File: src/rtl/lds_pkg.sv
// Shared types, constants and fixed-point helpers for the 3x3 LDL^T solver.
// Used by lds_front, lds_div, lds_back and ldlt_solve_3x3_top; no dependencies.
`timescale 1ns / 1ps
package lds_pkg;

  localparam int WORD_BITS = 32;
  localparam int FRAC_BITS = 16;
  localparam int PROD_BITS = 2 * WORD_BITS;
  localparam int MAG_W     = PROD_BITS + 1;
  // dividend is |a| << FRAC_BITS; one quotient bit per divider stage
  localparam int QB        = WORD_BITS + FRAC_BITS;
  localparam int DIV_LAT   = QB + 3;
  localparam int DIV_LANES = 3;

  localparam int IQ_DEPTH = 4;
  localparam int IQ_AW    = $clog2(IQ_DEPTH);
  localparam int IQ_CW    = $clog2(IQ_DEPTH + 1);
  localparam int OQ_DEPTH = 2;
  localparam int OQ_AW    = $clog2(OQ_DEPTH);
  localparam int OQ_CW    = $clog2(OQ_DEPTH + 1);
  localparam int NST      = 18;

  typedef logic signed [WORD_BITS-1:0] word_t;
  typedef logic signed [PROD_BITS-1:0] prod_t;
  typedef word_t [DIV_LANES-1:0] lanes_t;

  localparam word_t WORD_MAX = {1'b0, {(WORD_BITS-1){1'b1}}};
  localparam word_t WORD_MIN = {1'b1, {(WORD_BITS-1){1'b0}}};
  localparam word_t WORD_ONE = word_t'(1);

  localparam logic [MAG_W-1:0] RND_HALF = MAG_W'(1) << (FRAC_BITS - 1);
  localparam logic [MAG_W-1:0] MAG_NEG  = MAG_W'(1) << (WORD_BITS - 1);
  localparam logic [MAG_W-1:0] MAG_POS  = MAG_NEG - MAG_W'(1);
  localparam logic [QB:0]      QLIM_NEG = (QB+1)'(1) << (WORD_BITS - 1);
  localparam logic [QB:0]      QLIM_POS = QLIM_NEG - (QB+1)'(1);

  // one input item as it leaves the front queue
  typedef struct packed {
    word_t m00;
    word_t m10;
    word_t m20;
    word_t m11;
    word_t m21;
    word_t m22;
    word_t r0;
    word_t r1;
    word_t r2;
    logic  d1_zero;
  } fe_item_t;

  // everything live in the back pipeline
  typedef struct packed {
    logic  v;
    logic  f;
    word_t m11;
    word_t m21;
    word_t m22;
    word_t r0;
    word_t r1;
    word_t r2;
    word_t d1;
    word_t d2;
    word_t d3;
    word_t l21;
    word_t l31;
    word_t l32;
    word_t z1;
    word_t z2;
    word_t x0;
    word_t x1;
    word_t x2;
    word_t y2;
    word_t t3;
    word_t y3;
    word_t ta;
    word_t tb;
    word_t tc;
    word_t te;
    word_t tg;
    word_t th;
    word_t ts;
    prod_t p0;
    prod_t p1;
    prod_t p2;
    prod_t p3;
    prod_t p4;
  } ctx_t;

  typedef struct packed {
    logic              neg;
    logic [WORD_BITS-1:0] den;
    logic [WORD_BITS-1:0] rem;
    logic [QB-1:0]     nq;
  } div_lane_t;

  typedef struct packed {
    word_t sol0;
    word_t sol1;
    word_t sol2;
    logic  fault;
  } res_t;

  function automatic logic [WORD_BITS-1:0] mag_w(word_t a);
    return a[WORD_BITS-1] ? -a : a;
  endfunction

  function automatic prod_t fx_prod(word_t a, word_t b);
    return prod_t'(a) * prod_t'(b);
  endfunction

  // shift right FRAC_BITS, round half away from zero, saturate
  function automatic word_t fx_round(prod_t p);
    logic                 neg;
    logic [MAG_W-1:0]     mag;
    logic [WORD_BITS-1:0] w;
    neg = p[PROD_BITS-1];
    mag = {1'b0, (neg ? -p : p)};
    mag = (mag + RND_HALF) >> FRAC_BITS;
    if (neg && mag > MAG_NEG) mag = MAG_NEG;
    if (!neg && mag > MAG_POS) mag = MAG_POS;
    w = mag[WORD_BITS-1:0];
    return neg ? word_t'(-w) : word_t'(w);
  endfunction

  function automatic word_t sat_add(word_t a, word_t b);
    logic signed [WORD_BITS:0] s;
    s = {a[WORD_BITS-1], a} + {b[WORD_BITS-1], b};
    if (s[WORD_BITS] != s[WORD_BITS-1]) return s[WORD_BITS] ? WORD_MIN : WORD_MAX;
    return s[WORD_BITS-1:0];
  endfunction

  function automatic word_t sat_sub(word_t a, word_t b);
    logic signed [WORD_BITS:0] s;
    s = {a[WORD_BITS-1], a} - {b[WORD_BITS-1], b};
    if (s[WORD_BITS] != s[WORD_BITS-1]) return s[WORD_BITS] ? WORD_MIN : WORD_MAX;
    return s[WORD_BITS-1:0];
  endfunction

endpackage

File: src/rtl/lds_front.sv
// Front end: accepts items, flags a zero first pivot, and queues them for the back end.
// Depends on lds_pkg.
`timescale 1ns / 1ps
module lds_front (
  input  logic             clk,
  input  logic             rst_n,
  input  logic             push,
  output logic             full,
  input  lds_pkg::word_t   in_m_00,
  input  lds_pkg::word_t   in_m_10,
  input  lds_pkg::word_t   in_m_20,
  input  lds_pkg::word_t   in_m_11,
  input  lds_pkg::word_t   in_m_21,
  input  lds_pkg::word_t   in_m_22,
  input  lds_pkg::word_t   in_rhs_0,
  input  lds_pkg::word_t   in_rhs_1,
  input  lds_pkg::word_t   in_rhs_2,
  output logic             fe_valid_o,
  output lds_pkg::fe_item_t fe_item_o,
  input  logic             fe_pop_i
);

  lds_pkg::fe_item_t             mem_r [lds_pkg::IQ_DEPTH];
  logic [lds_pkg::IQ_AW-1:0]     wr_ptr_r, rd_ptr_r;
  logic [lds_pkg::IQ_CW-1:0]     cnt_r;
  logic                          enq;
  lds_pkg::fe_item_t             item;

  assign full = (cnt_r == lds_pkg::IQ_CW'(lds_pkg::IQ_DEPTH));
  assign enq  = push && !full;
  assign fe_valid_o = (cnt_r != '0);
  assign fe_item_o  = mem_r[rd_ptr_r];

  always_comb begin
    item.m00 = in_m_00;
    item.m10 = in_m_10;
    item.m20 = in_m_20;
    item.m11 = in_m_11;
    item.m21 = in_m_21;
    item.m22 = in_m_22;
    item.r0  = in_rhs_0;
    item.r1  = in_rhs_1;
    item.r2  = in_rhs_2;
    item.d1_zero = (in_m_00 == '0);
  end

  always_ff @(posedge clk) begin
    if (enq) begin
      mem_r[wr_ptr_r] <= item;
    end
  end

  always_ff @(posedge clk) begin
    if (!rst_n) begin
      wr_ptr_r <= '0;
      rd_ptr_r <= '0;
      cnt_r    <= '0;
    end else begin
      if (enq) wr_ptr_r <= wr_ptr_r + 1'b1;
      if (fe_pop_i) rd_ptr_r <= rd_ptr_r + 1'b1;
      cnt_r <= cnt_r + lds_pkg::IQ_CW'(enq) - lds_pkg::IQ_CW'(fe_pop_i);
    end
  end

`ifndef ASSERT_OFF
  a_iq_bound: assert property (@(posedge clk) disable iff (!rst_n)
    cnt_r <= lds_pkg::IQ_CW'(lds_pkg::IQ_DEPTH))
    else $error("input queue count out of range");
  a_iq_pop: assert property (@(posedge clk) disable iff (!rst_n)
    fe_pop_i |-> fe_valid_o)
    else $error("back end popped an empty input queue");
`endif

endmodule

File: config.mk
export PLATFORM = sky130hd
export DESIGN_NAME = lds_front
export DESIGN_NICKNAME = d
export VERILOG_FILES = /design/src/rtl/lds_pkg.sv /design/src/rtl/lds_front.sv
export SDC_FILE = /design/constraint.sdc
export NUM_CORES = 1
export LEC_CHECK = 0
export ABC_AREA = 1
export BUFFER_PORTS_ARGS = -buffer_cell sky130_fd_sc_hd__buf_2
export CORE_MARGIN = 2
export CORE_UTILIZATION = 57
export CTS_CLUSTER_DIAMETER = 80
export DETAILED_ROUTE_END_ITERATION = 16
export PLACE_DENSITY = 0.88
export SLEW_MARGIN = 10
export SYNTH_ARGS = -nofsm -noshare
export SYNTH_HDL_FRONTEND = slang
export SYNTH_SLANG_ARGS = --single-unit
File: constraint.sdc
create_clock -name clk -period 20.2 [get_ports clk]
set_clock_uncertainty 0.05 [all_clocks]
set_input_delay 5.05 -clock clk [delete_from_list [all_inputs] [get_ports clk]]
set_output_delay 5.05 -clock clk [all_outputs]
set_load 0.05 [all_outputs]
==> results of run 1 <==
==> through the flow <==
step	area (um^2)	utilization
CTS	50100	0.670
detailed placement	46600	0.624
floorplan	43100	-
global placement	46600	0.624
finish	50200	0.672
global route	50200	0.672
==> cells in the mapped netlist <==
library cell	number
nor2_1	609
o21ai_1	171
inv_2	2
nand2_1	18
ha_1	6
nand3_1	5
fa_1	1
a21oi_1	4
o22ai_1	289
o21ai_0	409
clkbuf_1	107
dfxtp_1	9
edfxtp_1	1156
buf_2	50
buf_6	5
buf_4	29
inv_1	16
==> metal layers <==
layer	routed length, um	global-route usage	up-vias
li1	-	-	12039
met1	35500	0.300	13308
met2	53900	0.436	1683
met3	9950	0.0594	329
met4	5440	0.148	22
met5	139	0	-
==> area by class of cell <==
type,count,area (um^2)
Sequential cell,1165,34900
Fill cell,4610,24500
Multi-Input combinational cell,1512,7230
Timing Repair Buffer,610,3170
Clock buffer,135,2830
Tap cell,969,1210
Clock inverter,62,653
Antenna cell,48,120
Inverter,18,82.6
==> cells by family after synthesis <==
| kind of cell | share of synthesized area |
|---|---|
| AO/OA/AOI/OAI | 0.110 |
| buffers and inverters | 0.0231 |
| AND/OR/NAND/NOR | 0.0552 |
| flip-flops | 0.810 |
| adder cells (fa/ha/maj) | 0.00221 |
==> critical path: stages (launching register included) <==
cell and delay, ps:
dfxtp_4 770, buf_4 850, buf_4 780, buf_4 930
o21ai_0 330, o22ai_1 320, buf_2 320
==> flip-flops by register name, summed over array words and instances, names as in the netlist, named ones only <==
name and count:
rd_ptr_r 2, cnt_r 3, mem_r 1156, wr_ptr_r 2
==> where the power goes <==
part | total, mW | internal (mW) | leakage [nW] | switching (mW)
clock | 1.99 | 1.11 | 1.69 | 0.873
sequential | 3.04 | 2.97 | 10.7 | 0.0697
combinational | 1.11 | 0.208 | 4.92 | 0.905
total | 6.14 | 4.29 | 17.3 | 1.85
==> path summary, 6_finish.rpt <==
path | startpoint | to | depth (start not counted)
worst max register to register | cnt_r[1]$_SDFF_PN0_ | mem_r[3][135]$_DFFE_PP_ | 7
worst min-delay path | rd_ptr_r[1]$_SDFFE_PN0P_ | register | 1
worst min register to register | rd_ptr_r[1]$_SDFFE_PN0P_ | register | 1
worst max-delay path | register | fe_item_o[78] | 6
==> flow_metrics.tcl, run 1 <==
set metrics [dict create \
    most_frequent_cells_in_the_layout "1,156 x edfxtp_1, 605 x nor2_1, 582 x buf_2" \
    die_width_um 279 \
    antenna_found_initial 59 \
    power_leakage_nw 17.3 \
    detail_route.iter0.violations 3400 \
    port_buffers 582 \
    mean_routed_wirelength_per_cell_um 23.2 \
    cellPowerDensity_mw_per_mm2 122 \
    total_power_mw 6.14 \
    tritoncts.num_buffers 109 \
    globalplace.congestion 0.812 \
    regToRegSetupSlack_ps 16000 \
    tritoncts_clock_tree "yes" \
    layoutNonFillerInstCount 4519 \
    crit_type "reg2out" \
    share_of_the_clock_period_used_by_the_worst_path_after_layout 0.505 \
    cts_repair_resize_count 0 \
    timing.critical_path.arrival_ps 5100 \
    yosys_warnings 0 \
    floorplan.die.height_um 279 \
    top_cells_by_area_synth "edfxtp_1 81%, nor2_1 5.3%, o21ai_0 4.8%" \
    global_route.overflow_total 0 \
    placed_cells_incl_taps 4274 \
    run_status "finished, final reports clean" \
    yosys_register_bits 1165 \
    drc 0 \
    clk_pin_slew_worst_paths_ps 60 \
    synth_top_cell_by_area "edfxtp_1" \
    holdCritPathClass "reg2reg" \
    synth_seq_area_share 0.810 \
    drtPass1Iterations 5 \
    mostFrequentLayoutCell "edfxtp_1" \
    finish.net_count 3715 \
    fmax_mhz 98.0 \
    critical_path.startpoint_type "register" \
    final_antenna_net_count 0 \
    slew-limit-headroom 0.0880 \
    grt_pass1_wl_um 153000 \
    clk_latency_worst_skew_pair_ps 670 \
    slew_at_the_pin_with_the_worst_max_slew_slack_ps 1370 \
    numClockSinks 1165 \
    pin_count 583 \
    yosys.cell_types.count 17 \
    final_period_minus_worst_setup_slack_ps 10200 \
    via_count_of_the_first_global_routing_pass 27042 \
    layout-drive-gt1-share 0.218 \
    ctsHtreeMaxLevel 3 \
    required_ps 15100 \
    report.final.hold_viol_count 0 \
    post-place-ws_ps 10860 \
    postRouteWirelength_um 105000 \
    rows 100 \
    synth_top_cell_area_share 0.806 \
    grt_use_total 0.256 \
    post-route-worst-setup-slack_ps 10000 \
    critical_path_peak_fanout 110 \
    starting_density_of_the_core 0.577 \
    cell_area_after_technology_mapping_mm2 0.0431 \
    max_cap_viol_count 0 \
    synth_fp_nets 3185 \
    dieArea_mm2 0.0778 \
    areaGrowthSynthToFinish_pct 16.5 \
    drt-vias-per-instance 6.06 \
    final-max-slew-violation-count 0 \
    ctsLongestPathBuffers 3 \
    cts.root.buffer_cell "clkbuf_16" \
    hold_slack_ps 403 \
    grt_setup_unrepaired "false" \
    number_of_standard_cells_after_synthesis 2886 \
    syn_avg_cell_area_um2 14.9 \
    finalSetupViolCount 0 \
    ir_worst_vdd_mv 0.106 \
    cp-end-kind "output pin" \
    cts_hold_repair.buffers 0 \
    postCtsSetupRepairBufs 0 \
    fp.coreArea_mm2 0.0747 \
    total_vias_in_the_final_route 27381 \
    grt_max_degree 229 \
    place.detailed.hpwl_um 58800 \
    final.setup.tns_ps 0 \
]
Power figures use the tool's default switching activity.
==> run 2, diff against run 1 <==
==> constraint.sdc (replaced) <==
create_clock -name clk -period 10.4 [get_ports clk]
set_clock_uncertainty 0.05 [all_clocks]
set_input_delay 2.6 -clock clk [delete_from_list [all_inputs] [get_ports clk]]
set_output_delay 2.6 -clock clk [all_outputs]
set_load 0.05 [all_outputs]
==> run 2 against run 1 <==
Against the previous run: worst hold slack got worse by 1.1 ps; register-to-register slack got worse by 9200 ps; largest power group unchanged; power rose by 97%; cell count fell by 0.27%; largest cell class unchanged.
==> flow_metrics.tcl, run 2 (same netlist as run 1, synthesis figures left out) <==
set metrics [dict create \
    starting_density_of_the_core 0.577 \
    clk_latency_worst_skew_pair_ps 660 \
    clk_pin_slew_worst_paths_ps 60 \
    critical_path.startpoint_type "register" \
    most_frequent_cells_in_the_layout "1,156 x edfxtp_1, 605 x nor2_1, 582 x buf_2" \
    slew_at_the_pin_with_the_worst_max_slew_slack_ps 1350 \
    dieArea_mm2 0.0778 \
    number_of_cells_traversed_by_the_worst_hold_path 1 \
    place.detailed.hpwl_um 57400 \
    tritoncts_clock_tree "yes" \
    largest_register_ff_count 1156 \
    cp-end-kind "output pin" \
    run_status "finished, final reports clean" \
    ctsLongestPathBuffers 3 \
    total_vias_in_the_final_route 27651 \
    ctsHtreeMaxLevel 3 \
    cpPeakStageDelay_ps 870 \
    antenna_found_initial 44 \
    die_width_um 279 \
    final_antenna_net_count 0 \
    worst_r2r_endpoint "mem_r[0][148]$_DFFE_PP_" \
    global_route.overflow_total 0 \
    drt-vias-per-instance 6.14 \
    critical_path_peak_fanout 93 \
    mostFrequentLayoutCell "edfxtp_1" \
    worst_path_most_repeated_cell "buf_4" \
    fillers 4501 \
    tritoncts.num_buffers 109 \
    fp.coreArea_mm2 0.0747 \
    reg_top3 "mem_r: 1156 flops, cnt_r: 3 flops" \
    rows 100 \
    max_cap_viol_count 0 \
    globalplace.congestion 0.792 \
    hold_path.startpoint "rd_ptr_r[1]$_SDFFE_PN0P_" \
    pin_count 583 \
    detail_route.iter0.violations 3494 \
    final_period_minus_worst_setup_slack_ps 6700 \
    slowest_stage "buf_4" \
    regToRegSetupSlack_ps 6840 \
    grt_setup_unrepaired "false" \
    share_of_the_clock_period_used_by_the_worst_path_after_layout 0.644 \
    required_ps 7750 \
    postRouteWirelength_um 105000 \
    port_buffers 582 \
    grt_use_total 0.259 \
    numClockSinks 1165 \
    cellPowerDensity_mw_per_mm2 240 \
    top_register "mem_r" \
    areaGrowthSynthToFinish_pct 16.9 \
    worstPathCellList "buf_4 -> buf_4 -> o21ai_0 -> o22ai_1 -> buf_2" \
    total_power_mw 12.1 \
    final-max-slew-violation-count 0 \
    timing.critical_path.arrival_ps 4050 \
    cpLargestDelayFamily "buffers and inverters" \
    finalSetupViolCount 0 \
    via_count_of_the_first_global_routing_pass 26955 \
    holdCritPathClass "reg2reg" \
    mean_routed_wirelength_per_cell_um 23.4 \
    dpl-instance-area_mm2 0.0466 \
    postCtsSetupRepairBufs 0 \
    rr_worst_depth 6 \
    fmax_mhz 149 \
    crit_type "reg2out" \
    grt_pass1_wl_um 155000 \
    cts_hold_repair.buffers 0 \
    power_leakage_nw 17.3 \
    finish.net_count 3709 \
    layout-drive-gt1-share 0.221 \
    slew-limit-headroom 0.103 \
    critical_path.n_buffers_inverters 3 \
    ir_worst_vdd_mv 0.233 \
    grt_max_degree 248 \
    hold_slack_ps 402 \
    report.final.hold_viol_count 0 \
    drtPass1Iterations 5 \
    timing.rr.start "cnt_r[1]$_SDFF_PN0_" \
    drc 0 \
    cts_repair_resize_count 0 \
    stdcell_area_mm2 0.0504 \
    floorplan.die.height_um 279 \
    cts.root.buffer_cell "clkbuf_16" \
]
[run 2: cell types whose count changed in the layout (fill, tap and decap cells not counted), moves of 2 or more]
| cell | change |
|---|---|
| clkinv_2 | +4 |
| inv_6 | +2 |
| bufinv_16 | +4 |
| buf_12 | +7 |
| clkbuf_1 | -11 |
| clkinv_1 | +2 |
| clkinvlp_4 | +5 |
| diode_2 | -13 |
| buf_4 | -13 |
[run 2: report_power, final]
part           switching [mW]  total (mW)  internal, mW
Clock                    1.72        4.00          2.28
Sequential              0.134        5.90          5.77
Combinational            1.77        2.18         0.409
[run 2: worst max-delay path by stage]
| stage | from | end | cells after the start |
|---|---|---|---|
| global placement | register | fe_item_o[155] | 5 |
| detailed placement | register | fe_item_o[117] | 5 |
| CTS | register | fe_item_o[48] | 5 |
| floorplan | push | mem_r[0][0]$_DFFE_PP_ | 2 |
| global route | register | fe_item_o[77] | 5 |
| finish | register | fe_item_o[77] | 5 |
[run 2: final cells by class]
cell class | count | area, um^2 | area share
Antenna cell | 35 | 87.6 | 0.00174
Clock buffer | 125 | 2810 | 0.0557
Clock inverter | 79 | 852 | 0.0169
Inverter | 18 | 82.6 | 0.00164
Multi-Input combinational cell | 1512 | 7230 | 0.144
Sequential cell | 1165 | 34900 | 0.693
Tap cell | 969 | 1210 | 0.0241
Timing Repair Buffer | 604 | 3220 | 0.0638
[run 2: per-stage QoR]
step | TNS (ps) | utilization | cells | setup slack (ps)
after floorplan | -485040 | - | 2886 | -420
after global placement | 0 | 0.624 | 4268 | 4580
after detailed placement | 0 | 0.624 | 4268 | 4570
after CTS | 0 | 0.673 | 4472 | 3790
after global routing | 0 | 0.675 | 4503 | 3570
final | 0 | 0.675 | 4507 | 3700
[run 2: routing by layer]
| layer | vias to the layer above | track usage | part of all wire |
|---|---|---|---|
| li1 | 12031 | - | - |
| met5 | - | 0 | 0.0014 |
| met2 | 1699 | 0.438 | 0.51 |
| met1 | 13583 | 0.314 | 0.35 |
| met4 | 24 | 0.133 | 0.049 |
| met3 | 314 | 0.0600 | 0.096 |
